`src/design/fawcl_pkg.sv`:
```
// ============================================================================
// fawcl_pkg: shared types and constants of the fire alarm with code lock
// Holds the alarm modes, the key codes, the register indexes, the code
// length limits and the power-up code.
// ============================================================================
package fawcl_pkg;

    // Longest code that can be stored or typed.
    localparam int MAX_DIGITS = 9;
    localparam int IDX_W      = (MAX_DIGITS > 1) ? $clog2(MAX_DIGITS) : 1;
    localparam int CNT_W      = $clog2(MAX_DIGITS + 1);

    // Field widths of the channels.
    localparam int TEMP_W     = 12;
    localparam int SMOKE_W    = 10;
    localparam int KEY_W      = 8;
    localparam int DIGIT_W    = 4;
    localparam int NVM_ADDR_W = 4;
    localparam int CFG_DATA_W = 12;

    // The power-up code is "4321", cut short if the code store is smaller.
    localparam int INIT_LEN   = (MAX_DIGITS < 4) ? MAX_DIGITS : 4;

    typedef enum logic [1:0] {
        MODE_FINE = 2'd0,
        MODE_HEAT = 2'd1,
        MODE_FIRE = 2'd2
    } mode_t;

    typedef enum logic {
        CMD_SENSOR = 1'b0,
        CMD_KEY    = 1'b1
    } command_t;

    typedef enum logic [1:0] {
        REG_HEAT_ON  = 2'd0,
        REG_HEAT_OFF = 2'd1,
        REG_SMOKE    = 2'd2
    } cfg_index_t;

    localparam logic [KEY_W-1:0] KEY_ZERO  = 8'h30;
    localparam logic [KEY_W-1:0] KEY_ONE   = 8'h31;
    localparam logic [KEY_W-1:0] KEY_TWO   = 8'h32;
    localparam logic [KEY_W-1:0] KEY_NINE  = 8'h39;
    localparam logic [KEY_W-1:0] KEY_EQUAL = 8'h3D;

    localparam logic [TEMP_W-1:0]  HEAT_ON_RESET  = 12'd500;
    localparam logic [TEMP_W-1:0]  HEAT_OFF_RESET = 12'd450;
    localparam logic [SMOKE_W-1:0] SMOKE_RESET    = 10'd50;

    // Digit of the power-up code at a given position, zero past its end.
    function automatic logic [DIGIT_W-1:0] init_digit(input int pos);
        logic [DIGIT_W-1:0] digit;
        digit = '0;
        if (pos < INIT_LEN)
        begin
            digit = DIGIT_W'(4 - pos);
        end
        return digit;
    endfunction

endpackage

```
`src/design/fire_alarm_with_code_lock.sv`:
```
// ============================================================================
// fire_alarm_with_code_lock: alarm state machine with a numeric code lock
// Tracks heat and fire from sensor ticks and handles code entry and code
// change from key presses, one result per input transfer.
// ============================================================================
// Usage:
// Each transfer on the item channel (item_valid high, item_stall low) is
// either a sensor tick (command 0: temperature and smoke_level are used) or
// a key press (command 1: key_code is used). Every item produces exactly one
// transfer on the result channel, carrying the alarm state after the item,
// the lamp and status levels, the wrong_code / code_accepted pulses and an
// optional byte write request for the nonvolatile code store.
// An item is captured in an input register, evaluated by one pass of logic
// against the alarm state, and lands in a result register, from which the
// result is offered. One item is taken every cycle while item_stall is low;
// the rate is set only by the single evaluation step that updates the state.
// When result_stall is high the result register holds; the input register
// still fills, and item_stall rises only once both stages are occupied.
// The config channel (cfg_valid, cfg_ready always high) writes the two
// temperature levels and the smoke limit; writes are meant for idle times.
// Reset clears the state to fine with the code "4321" and the default levels.
// ============================================================================
module fire_alarm_with_code_lock (
    input  logic                               clk,
    input  logic                               rst_n,
    // item channel
    input  logic                               item_valid,
    output logic                               item_stall,
    input  logic                               command,
    input  logic [fawcl_pkg::TEMP_W-1:0]       temperature,
    input  logic [fawcl_pkg::SMOKE_W-1:0]      smoke_level,
    input  logic [fawcl_pkg::KEY_W-1:0]        key_code,
    // result channel
    output logic                               result_valid,
    input  logic                               result_stall,
    output logic [1:0]                         alarm_state,
    output logic                               heat_lamp,
    output logic                               fire_alarm,
    output logic                               entry_active,
    output logic                               change_active,
    output logic                               wrong_code,
    output logic                               code_accepted,
    output logic                               nvm_write,
    output logic [fawcl_pkg::NVM_ADDR_W-1:0]   nvm_address,
    output logic [fawcl_pkg::KEY_W-1:0]        nvm_data,
    // configuration channel
    input  logic                               cfg_valid,
    output logic                               cfg_ready,
    input  fawcl_pkg::cfg_index_t              cfg_index,
    input  logic [fawcl_pkg::CFG_DATA_W-1:0]   cfg_data
);
    import fawcl_pkg::*;

    // ------------------------------------------------------------------
    // Configuration registers
    // ------------------------------------------------------------------
    logic [TEMP_W-1:0]  heat_on_reg;
    logic [TEMP_W-1:0]  heat_off_reg;
    logic [SMOKE_W-1:0] smoke_limit_reg;

    assign cfg_ready = 1'b1;

    always_ff @(posedge clk or negedge rst_n)
    begin
        if (!rst_n)
        begin
            heat_on_reg     <= HEAT_ON_RESET;
            heat_off_reg    <= HEAT_OFF_RESET;
            smoke_limit_reg <= SMOKE_RESET;
        end
        else if (cfg_valid && cfg_ready)
        begin
            case (cfg_index)
                REG_HEAT_ON:  heat_on_reg     <= cfg_data[TEMP_W-1:0];
                REG_HEAT_OFF: heat_off_reg    <= cfg_data[TEMP_W-1:0];
                REG_SMOKE:    smoke_limit_reg <= cfg_data[SMOKE_W-1:0];
                default:      ;
            endcase
        end
    end

    // ------------------------------------------------------------------
    // Pipeline control: input register feeds the result register.
    // ------------------------------------------------------------------
    logic               in_valid_reg;
    command_t           in_command_reg;
    logic [TEMP_W-1:0]  in_temp_reg;
    logic [SMOKE_W-1:0] in_smoke_reg;
    logic [KEY_W-1:0]   in_key_reg;
    logic               out_valid_reg;
    logic               out_free;
    logic               go;

    // The result register can take a new value when it is empty or when its
    // current result is transferred in this cycle.
    assign out_free   = !out_valid_reg || !result_stall;
    assign go         = in_valid_reg && out_free;
    assign item_stall = in_valid_reg && !out_free;

    always_ff @(posedge clk or negedge rst_n)
    begin
        if (!rst_n)
        begin
            in_valid_reg <= 1'b0;
        end
        else if (!item_stall)
        begin
            in_valid_reg <= item_valid;
        end
    end

    always_ff @(posedge clk)
    begin
        if (item_valid && !item_stall)
        begin
            in_command_reg <= command_t'(command);
            in_temp_reg    <= temperature;
            in_smoke_reg   <= smoke_level;
            in_key_reg     <= key_code;
        end
    end

    // ------------------------------------------------------------------
    // Alarm and lock state
    // ------------------------------------------------------------------
    mode_t              mode_reg,          mode_next;
    logic               lamp_reg,          lamp_next;
    logic               fire_reg,          fire_next;
    logic               entering_reg,      entering_next;
    logic               changing_reg,      changing_next;
    logic [CNT_W-1:0]   stored_len_reg,    stored_len_next;
    logic [CNT_W-1:0]   typed_count_reg,   typed_count_next;
    logic [CNT_W-1:0]   change_index_reg,  change_index_next;
    logic [DIGIT_W-1:0] stored_code_reg [MAX_DIGITS];
    logic [DIGIT_W-1:0] typed_digits_reg [MAX_DIGITS];

    // ------------------------------------------------------------------
    // Decode of the item under evaluation
    // ------------------------------------------------------------------
    logic               is_sensor;
    logic               is_key;
    logic               hot;
    logic               cool;
    logic               smoky;
    logic               key_is_digit;
    logic [DIGIT_W-1:0] key_digit;
    logic               entry_start;
    logic               entry_digit;
    logic               entry_submit;
    logic               typed_room;
    logic               change_start;
    logic               change_digit;
    logic               change_end;
    logic               codes_match;

    always_comb
    begin
        is_sensor    = (in_command_reg == CMD_SENSOR);
        is_key       = (in_command_reg == CMD_KEY);
        hot          = (in_temp_reg > heat_on_reg);
        cool         = (in_temp_reg < heat_off_reg);
        smoky        = (in_smoke_reg > smoke_limit_reg);
        key_is_digit = (in_key_reg >= KEY_ZERO) && (in_key_reg <= KEY_NINE);
        key_digit    = DIGIT_W'(in_key_reg - KEY_ZERO);

        // Code entry runs in fire, or stays open once started.
        entry_start  = is_key && (mode_reg == MODE_FIRE) && !entering_reg
                       && (in_key_reg == KEY_ONE);
        entry_digit  = is_key && entering_reg && key_is_digit;
        entry_submit = is_key && entering_reg && (in_key_reg == KEY_EQUAL);
        typed_room   = (typed_count_reg < CNT_W'(MAX_DIGITS));

        // Code change opens only outside fire; digits past the limit are dropped.
        change_start = is_key && !changing_reg && (in_key_reg == KEY_TWO)
                       && ((mode_reg == MODE_FINE) || (mode_reg == MODE_HEAT));
        change_digit = is_key && changing_reg && key_is_digit
                       && (change_index_reg < CNT_W'(MAX_DIGITS));
        change_end   = is_key && changing_reg && (in_key_reg == KEY_EQUAL);

        // Lengths must agree, and every typed position must match.
        codes_match = (typed_count_reg == stored_len_reg);
        for (int i = 0; i < MAX_DIGITS; i++)
        begin
            if ((CNT_W'(i) < typed_count_reg) &&
                (typed_digits_reg[i] != stored_code_reg[i]))
            begin
                codes_match = 1'b0;
            end
        end
    end

    // ------------------------------------------------------------------
    // Next state
    // ------------------------------------------------------------------
    always_comb
    begin
        mode_next         = mode_reg;
        lamp_next         = lamp_reg;
        fire_next         = fire_reg;
        entering_next     = entering_reg;
        changing_next     = changing_reg;
        stored_len_next   = stored_len_reg;
        typed_count_next  = typed_count_reg;
        change_index_next = change_index_reg;

        if (is_sensor)
        begin
            if (mode_reg != MODE_FIRE)
            begin
                if (hot)
                begin
                    mode_next = MODE_HEAT;
                    lamp_next = 1'b1;
                end
                else if (cool)
                begin
                    mode_next = MODE_FINE;
                    lamp_next = 1'b0;
                end
            end
            // Fire latches; the heat lamp keeps its level from that moment.
            if (hot && smoky)
            begin
                mode_next = MODE_FIRE;
                fire_next = 1'b1;
            end
        end

        if (entry_start)
        begin
            entering_next    = 1'b1;
            typed_count_next = '0;
        end
        else if (entry_digit && typed_room)
        begin
            typed_count_next = typed_count_reg + 1'b1;
        end
        else if (entry_submit)
        begin
            if (codes_match)
            begin
                mode_next = MODE_FINE;
                lamp_next = 1'b0;
                fire_next = 1'b0;
            end
            entering_next    = 1'b0;
            typed_count_next = '0;
        end

        if (change_start)
        begin
            changing_next     = 1'b1;
            change_index_next = '0;
        end
        else if (change_digit)
        begin
            change_index_next = change_index_reg + 1'b1;
        end
        else if (change_end)
        begin
            stored_len_next   = change_index_reg;
            changing_next     = 1'b0;
            change_index_next = '0;
        end
    end

    // ------------------------------------------------------------------
    // Result fields
    // ------------------------------------------------------------------
    logic                  wrong_next;
    logic                  accepted_next;
    logic                  nvm_write_next;
    logic [NVM_ADDR_W-1:0] nvm_address_next;
    logic [KEY_W-1:0]      nvm_data_next;

    always_comb
    begin
        wrong_next       = entry_submit && !codes_match;
        accepted_next    = entry_submit && codes_match;
        nvm_write_next   = 1'b0;
        nvm_address_next = '0;
        nvm_data_next    = '0;
        if (change_digit)
        begin
            nvm_write_next   = 1'b1;
            nvm_address_next = NVM_ADDR_W'(change_index_reg);
            nvm_data_next    = in_key_reg;
        end
        else if (change_end)
        begin
            // A zero byte terminates the stored code.
            nvm_write_next   = 1'b1;
            nvm_address_next = NVM_ADDR_W'(change_index_reg);
        end
    end

    // ------------------------------------------------------------------
    // State registers
    // ------------------------------------------------------------------
    always_ff @(posedge clk or negedge rst_n)
    begin
        if (!rst_n)
        begin
            mode_reg         <= MODE_FINE;
            lamp_reg         <= 1'b0;
            fire_reg         <= 1'b0;
            entering_reg     <= 1'b0;
            changing_reg     <= 1'b0;
            stored_len_reg   <= CNT_W'(INIT_LEN);
            typed_count_reg  <= '0;
            change_index_reg <= '0;
            for (int i = 0; i < MAX_DIGITS; i++)
            begin
                stored_code_reg[i] <= init_digit(i);
            end
        end
        else if (go)
        begin
            mode_reg         <= mode_next;
            lamp_reg         <= lamp_next;
            fire_reg         <= fire_next;
            entering_reg     <= entering_next;
            changing_reg     <= changing_next;
            stored_len_reg   <= stored_len_next;
            typed_count_reg  <= typed_count_next;
            change_index_reg <= change_index_next;
            if (change_digit)
            begin
                stored_code_reg[change_index_reg[IDX_W-1:0]] <= key_digit;
            end
        end
    end

    // The typed digits are only ever read below the typed count.
    always_ff @(posedge clk)
    begin
        if (go && entry_digit && typed_room)
        begin
            typed_digits_reg[typed_count_reg[IDX_W-1:0]] <= key_digit;
        end
    end

    // ------------------------------------------------------------------
    // Result register
    // ------------------------------------------------------------------
    always_ff @(posedge clk or negedge rst_n)
    begin
        if (!rst_n)
        begin
            out_valid_reg <= 1'b0;
        end
        else if (out_free)
        begin
            out_valid_reg <= in_valid_reg;
        end
    end

    always_ff @(posedge clk)
    begin
        if (go)
        begin
            alarm_state   <= mode_next;
            heat_lamp     <= lamp_next;
            fire_alarm    <= fire_next;
            entry_active  <= entering_next;
            change_active <= changing_next;
            wrong_code    <= wrong_next;
            code_accepted <= accepted_next;
            nvm_write     <= nvm_write_next;
            nvm_address   <= nvm_address_next;
            nvm_data      <= nvm_data_next;
        end
    end

    assign result_valid = out_valid_reg;

endmodule
```
`config.mk`:
```
export PLATFORM = sky130hd
export DESIGN_NAME = fire_alarm_with_code_lock
export DESIGN_NICKNAME = d
export VERILOG_FILES = /design/src/design/fawcl_pkg.sv /design/src/design/fire_alarm_with_code_lock.sv
export SDC_FILE = /design/constraint.sdc
export NUM_CORES = 1
export LEC_CHECK = 0
export BUFFER_PORTS_ARGS = -buffer_cell sky130_fd_sc_hd__clkbuf_2
export CAP_MARGIN = 20
export CORE_UTILIZATION = 59
export DETAILED_ROUTE_END_ITERATION = 16
export PLACE_DENSITY = 0.79
export SYNTH_ARGS = -nofsm -noshare
export SYNTH_HDL_FRONTEND = slang
export SYNTH_SLANG_ARGS = --single-unit
```
`constraint.sdc`:
```
create_clock -name clk -period 2.8 [get_ports clk]
set_input_delay 0 -clock clk [delete_from_list [all_inputs] [get_ports clk]]
set_output_delay 0 -clock clk [all_outputs]
set_load 0.005 [all_outputs]
```
======== Word level (Yosys, flattened, before mapping) ========
Memory sizes are Yosys's and may differ from the RTL's.
Index checks and enable logic that the tools add are counted.
W data, S select, Z words.
operators by class
  add/sub/neg operators ................... 3
  magnitude comparators ................... 18
  equal/unequal tests ..................... 18
  mux-type cells .......................... 52
  bitwise operators ....................... 3
  reduce and logical (&&, ||, !) cells .... 53
operators by type and width
  kind                   number
  $bwmux W36             1
  $mux W4                9
  $ne A4 B4 Y1           9
  $logic_and A1 B1 Y1    33
  $mux W1                32
  $eq A8 B6 Y1 const B   3
  $mux W2                9
  $demux W4 S4           1
  $lt A3 B4 Y1 const A   4
  $gt A12 B12 Y1         1
  $lt A12 B12 Y1         1
  $reduce_and A2 Y1      6
  $gt A10 B10 Y1         1
  $add A4 B1 Y4 const B  2
  $ge A8 B6 Y1 const B   1
  $le A8 B6 Y1 const B   1
  $lt A1 B4 Y1 const A   2
  $lt A2 B4 Y1 const A   2
  $lt A4 B4 Y1 const B   2
  $logic_not A1 Y1       7
  $reduce_bool A3 Y1     2
  $ge A5 B5 Y1 const B   1
  $lt A5 B1 Y1 const B   1
  $not A4 Y5             1
  other kinds (10)       15
storage, ports and cells
  register bits ........................... 142
  RAM bits ................................ 36
  bits of input ports ..................... 50
  output and inout port bits .............. 24
  logic and storage cells ................. 184
  memories kept ........................... 1
memories
  name              words  bits a word  read ports  clocked after Yosys merged registers in  write ports  RTL line                          text
  typed_digits_reg  9      4            9           0                                        1            fire_alarm_with_code_lock.sv:135  logic [DIGIT_W-1:0] typed_digits_reg [MAX_DIGITS];

======== Depth between registers and ports, before layout ========
Gate-level depths: netlist of run 1.
An unclocked memory read counts as a cell.
  word-level depth ........................ 16
  gate-level depth with buffers ........... 11
  mapped depth without buffers ............ 10

======== Worst setup path before layout of run 1 ========
No wires, ideal clock.
  path kind ............................... register -> register
  start ................................... register stored_code_reg[28] (netlist bit)
  end ..................................... register lamp_reg
  setup time .............................. 121 ps
  data arrival time ....................... 2261 ps
  data required time ...................... 2679 ps
  slack ................................... 418 ps
  cell stages (with the launch flop) ...... 8
  path buffers ............................ 0
  period minus slack after synthesis ...... 2382 ps
  path through ............................ dfstp_2 xnor2_1 nand4_1 or3_1 o32a_1 nor4b_4 o21ai_1 a22o_1
between the ends
  cells in the longest elaborated chain, start to end .. 14
RTL lines
  element                          RTL line                          text
  start, declared                  fire_alarm_with_code_lock.sv:134  logic [DIGIT_W-1:0] stored_code_reg [MAX_DIGITS];
  start signal, assigned by index  fire_alarm_with_code_lock.sv:314  stored_code_reg[i] <= init_digit(i);
  start signal, assigned by index  fire_alarm_with_code_lock.sv:329  stored_code_reg[change_index_reg[IDX_W-1:0]] <= key_digit;
  $ne A4 B4 Y1                     fire_alarm_with_code_lock.sv:185  (typed_digits_reg[i] != stored_code_reg[i]))
  $logic_and A1 B1 Y1              fire_alarm_with_code_lock.sv:184  if ((CNT_W'(i) < typed_count_reg) &&
  $mux W1 (8 in a row)             fire_alarm_with_code_lock.sv:184
  $mux W1                          fire_alarm_with_code_lock.sv:240  if (codes_match)
  $mux W1                          fire_alarm_with_code_lock.sv:238  else if (entry_submit)
  $mux W1                          fire_alarm_with_code_lock.sv:234  else if (entry_digit && typed_room)
  $mux W1                          fire_alarm_with_code_lock.sv:229  if (entry_start)
  end signal, assigned             fire_alarm_with_code_lock.sv:320  lamp_reg <= lamp_next;
  end, declared                    fire_alarm_with_code_lock.sv:127  logic lamp_reg, lamp_next;
Every way passes these cells.
A chain may end at the register's enable or synchronous reset.

======== Worst setup path after layout of run 1 ========
  start ................................... register stored_code_reg[14] (netlist bit)
  end ..................................... register mode_reg[1]
between the ends
  cells in the longest elaborated chain, start to end .. 10
RTL lines
  element               RTL line                          text
  $ne A4 B4 Y1          fire_alarm_with_code_lock.sv:185
  $logic_and A1 B1 Y1   fire_alarm_with_code_lock.sv:184
  $mux W1 (4 in a row)  fire_alarm_with_code_lock.sv:184
  $mux W2               fire_alarm_with_code_lock.sv:240
  $mux W2               fire_alarm_with_code_lock.sv:238
  $mux W2               fire_alarm_with_code_lock.sv:234
  $mux W2               fire_alarm_with_code_lock.sv:229
  end signal, assigned  fire_alarm_with_code_lock.sv:319  mode_reg <= mode_next;
  end, declared         fire_alarm_with_code_lock.sv:126  mode_t mode_reg, mode_next;
Every way passes these cells.

==> flow_summary.yaml, run 1 <==
floorplan:
  io_pins: 74
  die_w_um: 119
  fp.dieH_um: 119
  num_rows: 42
  design.die.area_mm2: 0.0141
  core_mm2: 0.0133
  initial_core_util_pct: 60.6
min_path:
  hold_depth: 3
  hold_start: "cfg_index[1]"
  whs_endpoint: "heat_on_reg[0]"
  hp-class: "input port to flop"
synthesis:
  synthSimpleGateAreaFrac_pct: 9.96
  synthTopCellsByArea: "edfxtp_1, dfrtp_1, ha_1"
  synthCells: 603
  synthAdderAreaFrac_pct: 6.52
  ys_ff_latch: 178
  syn-cell-area_mm2: 0.00805
  synth_cell_types: 64
  seq_area_frac_synth_pct: 61.1
  synth_top_family_by_area: "simple AND/OR/NAND/NOR gates"
  yosysMostFrequentCell: "edfxtp_1"
  ys_warn_count: 0
  synth_xor_area_share_pct: 4.46
  synth_edf_count: 88
  postSynthAreaPerCell_um2: 13.4
  synth_common_cells: "edfxtp_1, dfrtp_1, inv_1, ha_1, mux2_1"
  synth_mux_area_share_pct: 8.81
  synth_compound_area_share_pct: 5.98
  synth_top_area_share_pct: 32.8
  async_reset_ff_share_pct: 50.6
  synth-main-ff-cell: "edfxtp_1"
  yosys.area.top_type: "edfxtp_1"
critical_path:
  cp.required_ns: 3.12
  r2r-end: "mode_reg[1]"
  path_delay_family: "simple AND/OR/NAND/NOR gates"
  critPathMaxStageDelay_ns: 0.51
  cp_cell_sequence: "xor2_1 > nor4_1 > buf_4 > o2111ai_1 > or3_4 > nor4b_4 > buf_4 > o21ai_1 > a21o_1"
  worstRegToRegCells: 9
  cp_max_fo: 10
  slowest_stage: "nor4_1"
  cp.arrival_ns: 2.96
  path_buf_inv: 2
  r2r_slack_ns: 0.15
  reg2reg_from: "stored_code_reg[14]"
  worstSetupPathType: "flop to flop"
  end_kind: "flop"
  critPathLaunchType: "flop"
  cp_common_cell: "buf_4"
detailed_routing:
  postRouteAntennaNets: 0
  drcViolationCount: 0
  dr.first_iter.drc_count: 345
  totalWireLength_um: 17800
  wire_per_inst_um: 18.9
  drt-vias-per-instance: 5.61
  dr_total_vias: 5288
  firstDrtPassIters: 6
timing:
  fmax_mhz: 378
  slew_violations: 0
  tightest_slew_ns: 0.701
  rsz0062_at_grt: "false"
  fin_crit_ns: 2.65
  fin_crit_sh_pct: 94.5
  finalSetupViolCount: 0
  fin_worst_skew_ns: 0.00682
  fin_setup_tns_ns: 0
  hold_viol: 0
  slew_headroom_pct: 53.1
global_route:
  antenna_found_initial: 0
  track_usage_pct: 27.0
  use_met3_pct: 6.23
  grt_max_degree: 46
  grt_busiest_layer: "met2"
  first_global_vias: 5810
  overflow: 0
  grt_use_met1_pct: 30.8
  met2_usage_pct: 47.2
  grt_pass1_wl_um: 28800
cts:
  cts-buffers-inserted: 17
  cts_root_buf: "clkbuf_16"
  cts_tree: "done"
  path_clk_slew_ns: 0.06
  clock_latency_ns: 0.43
  clk_path_buf_depth: 2
  postCtsSetupRepairBufs: 0
  htreeDepth: 4
  cts_sinks: 178
place:
  port_buffers: 72
  gp_congestion: 0.871
  placed_cell_area_mm2: 0.00870
  dp_hpwl_um: 11300
final_layout:
  final_cell_area_mm2: 0.00984
  fillers: 823
  area_growth_pct: 22.1
  drive_gt1_share_pct: 23.1
  n_antenna_cell: 0
  final_util_pct: 74.0
  nNetsFinal: 845
power:
  p_leak_uw: 0.00435
  peakVddDrop_uv: 525
  p_per_area_mw_per_mm2: 637
job:
  drv_cap: 0
status:
  status: "complete, no violations"
[cells in the final DEF (no fill, tap or decap), types with 3 or more instances in the layout]
cell type and count:
edfxtp_1 88, dfrtp_1 71, clkbuf_2 71, dlygate4sd3_1 55, inv_1 44, ha_1 42, mux2_1 40, nand2_1 38
o21ai_0 25, xor2_1 24, mux2_2 23, dfstp_2 19, buf_4 19, nor2_1 18, xnor2_1 17, clkbuf_16 17
a21oi_1 15, nand4_1 11, and3_1 11, o21ai_1 9, and2_1 8, nand2b_1 7, nand3b_1 7, nor2b_1 6
nand3_1 5, nor4_1 5, clkinv_2 5, o211ai_1 4, nor3_1 4, nor3b_4 4, clkbuf_1 4, a31oi_1 3
a21o_1 3, a22o_1 3, conb_1 3
[cell families (layout without fill, tap and decap cells)]
kind of cell / count (synthesis) / after routing
xor+xnor: 41 / 41
compound gates: 78 / 78
simple gates: 138 / 138
other cells: 2 / 3
buf+inv: 61 / 223
flops: 178 / 178
fa+ha+maj: 42 / 42
mux: 63 / 63
[power by group]
part / internal, µW / total, µW / switching (µW)
logic: 403 / 878 / 475
clock network: 1300 / 2260 / 952
registers: 3000 / 3130 / 127
total: 4710 / 6260 / 1550
[worst max-delay path by stage]
stage	start	endpoint	slack [ns]	cells past startpoint
after floorplan	stored_code_reg[28]	lamp_reg	0.42	7
after global placement	stored_code_reg[14]	lamp_reg	0.28	9
after detailed placement	stored_code_reg[14]	lamp_reg	0.22	9
after CTS	change_index_reg[0]	stored_code_reg[5]	0.17	9
after global routing	change_index_reg[1]	stored_code_reg[5]	0.0003	9
final	stored_code_reg[14]	mode_reg[1]	0.15	9
[final cells by class]
type | count | area (µm²) | area share (%)
repair buffers | 145 | 1050 | 10.7
multi-input cells | 365 | 2920 | 29.7
well taps | 176 | 220 | 2.24
clock buffers | 21 | 440 | 4.48
flip-flops and latches | 178 | 4920 | 50.0
clock inverters | 11 | 114 | 1.16
inverters | 46 | 173 | 1.76
[worst min-delay path: stages]
cell      delay (ns)
clkbuf_2        0.12
nor3b_2         0.11
mux2_2          0.23
[metrics by stage]
stage	instances	hold WS, ns	power (µW)	worst slack, ns
3_5_place_dp	855	0.0649	3940	0.222
5_1_grt	942	0.0799	6510	0.000333
3_3_place_gp	855	0.0557	3880	0.278
4_1_cts	942	0.0362	6240	0.173
2_1_floorplan	604	-0.296	3630	0.418
6_report	942	0.0671	6260	0.154
[metal layers]
layer / up-vias / wire, µm
met5: - / 0
met4: 0 / 714
met3: 51 / 704
met2: 164 / 9430
met1: 2624 / 6920
li1: 2449 / -
[what timing repair did]
action,CTS,global route
hold buffers,55,0
endpoints found under the hold margin,110,0
endpoints found under the setup margin,0,12
gates resized for setup,0,5
Note: power is estimated with default switching activity, not from simulation.
==> inputs of run 2 (changes only) <==
Settings changed: PLACE_DENSITY 0.79 to 0.8, SLEW_MARGIN set to 5.
==> flow_summary.yaml, run 2 (synthesis gave the netlist of run 1 again) <==
status:
  status: "complete, no violations"
timing:
  finalSetupViolCount: 0
  fin_setup_tns_ns: 0
  hold_viol: 0
  tightest_slew_ns: 0.689
  fin_crit_sh_pct: 92.3
  slew_violations: 0
  fin_ws_ns: 0.216
  fin_crit_ns: 2.58
  slew_headroom_pct: 53.9
  fin_worst_skew_ns: 0.00725
  fmax_mhz: 387
detailed_routing:
  wire_per_inst_um: 18.0
  dr.first_iter.drc_count: 322
  dr_total_vias: 5199
  postRouteAntennaNets: 0
  totalWireLength_um: 17000
  drt-vias-per-instance: 5.50
  firstDrtPassIters: 4
  drcViolationCount: 0
critical_path:
  critPathLaunchType: "flop"
  worstSetupPathType: "flop to flop"
  cp_max_fo: 6
  end_kind: "flop"
  cp.arrival_ns: 2.88
  cp.required_ns: 3.10
cts:
  cts_sinks: 178
  cts-buffers-inserted: 17
  cts_root_buf: "clkbuf_16"
  cts_tree: "done"
  path_clk_slew_ns: 0.07
  clk_path_buf_depth: 2
  clock_latency_ns: 0.43
  htreeDepth: 4
final_layout:
  nNetsFinal: 847
  final_cell_area_mm2: 0.00990
  area_growth_pct: 22.9
  seqCellArea_mm2: 0.00492
  fillers: 827
  layout_common_cells: "edfxtp_1, dfrtp_1, clkbuf_2"
  drive_gt1_share_pct: 23.7
  mostFrequentLayoutCell: "edfxtp_1"
  multi_input_area_mm2: 0.00293
min_path:
  hp-class: "input port to flop"
power:
  p_leak_uw: 0.00437
  peakVddDrop_uv: 431
  p_per_area_mw_per_mm2: 638
floorplan:
  design.die.area_mm2: 0.0141
  initial_core_util_pct: 60.6
  die_w_um: 119
  fp.dieH_um: 119
  num_rows: 42
  io_pins: 74
  core_mm2: 0.0133
place:
  placed_cell_area_mm2: 0.00868
  port_buffers: 72
  gp_congestion: 0.843
  pre_cts_slack_ns: 0.0713
  dp_hpwl_um: 10800
global_route:
  first_global_vias: 5556
  antenna_found_initial: 1
  overflow: 0
  grt_pass1_wl_um: 27400
  grt_max_degree: 46
  track_usage_pct: 25.7
job:
  drv_cap: 0
==> run 2: cell type report <==
type / instances / share of cell area [%]
sequential: 178 / 49.7
multi-input combinational: 365 / 29.6
timing repair buffer: 147 / 10.8
clock buffer: 24 / 4.97
tap: 176 / 2.22
inverter: 46 / 1.74
clock inverter: 8 / 1.01
antenna: 1 / 0.0253
==> run 2: metal layers <==
| layer | GRT usage [%] | part of all wire (%) | vias up |
|---|---|---|---|
| li1 | - | - | 2465 |
| met1 | 29.4 | 39 | 2570 |
| met2 | 46.1 | 55 | 131 |
| met3 | 4.60 | 3.6 | 33 |
| met4 | 12.7 | 2.7 | 0 |
| met5 | 0 | 0 | - |
==> run 2: worst paths after layout <==
path | to | slack, ns | depth (start not counted) | startpoint
worst max-delay path | stored_code_reg[24] | 0.22 | 10 | change_index_reg[1]
worst min register to register | result_valid | 0.50 | 1 | in_valid_reg
worst max register to register | stored_code_reg[24] | 0.22 | 10 | change_index_reg[1]
max in group asynchronous | heat_off_reg[6] | 1.86 | 3 | rst_n
worst min-delay path | heat_on_reg[4] | 0.11 | 3 | cfg_valid
min in group asynchronous | stored_code_reg[22] | 0.12 | 2 | rst_n
==> run 2: per-stage QoR <==
stage | utilization [%] | hold WS (ns) | power (µW) | std cells
final | 74.4 | 0.108 | 6310 | 945
after floorplan | - | -0.296 | 3630 | 604
after global placement | 65.3 | 0.0472 | 3870 | 852
after CTS | 74.0 | 0.0983 | 6310 | 940
after detailed placement | 65.3 | 0.0540 | 3910 | 852
after global routing | 74.4 | 0.128 | 6550 | 945
==> run 2: worst max-delay path, stage by stage, from the launching register on <==
cell and delay, ns:
dfrtp_1 0.45, inv_1 0.18, ha_1 0.17, inv_1 0.04
o21ai_1 0.12, nand4_1 0.27, inv_2 0.18, nand2_1 0.13
nor2_2 0.22, nand3b_1 0.27, mux2_1 0.41
==> run 2: where the power goes <==
part           internal (µW)  total (µW)  switching [µW]  leakage, µW
sequential              3000        3120             120      0.00195
combinational            391         837             446      0.00214
clock                   1410        2360             949     0.000281
total                   4800        6310            1510      0.00437
==> run 2: repair_timing <==
action                                  in CTS  in global routing
hold buffers                                56                  0
buffers inserted                             0                  4
resized for setup                            0                  7
endpoints found under the setup margin       0                 42
endpoints found under the hold margin      110                  0
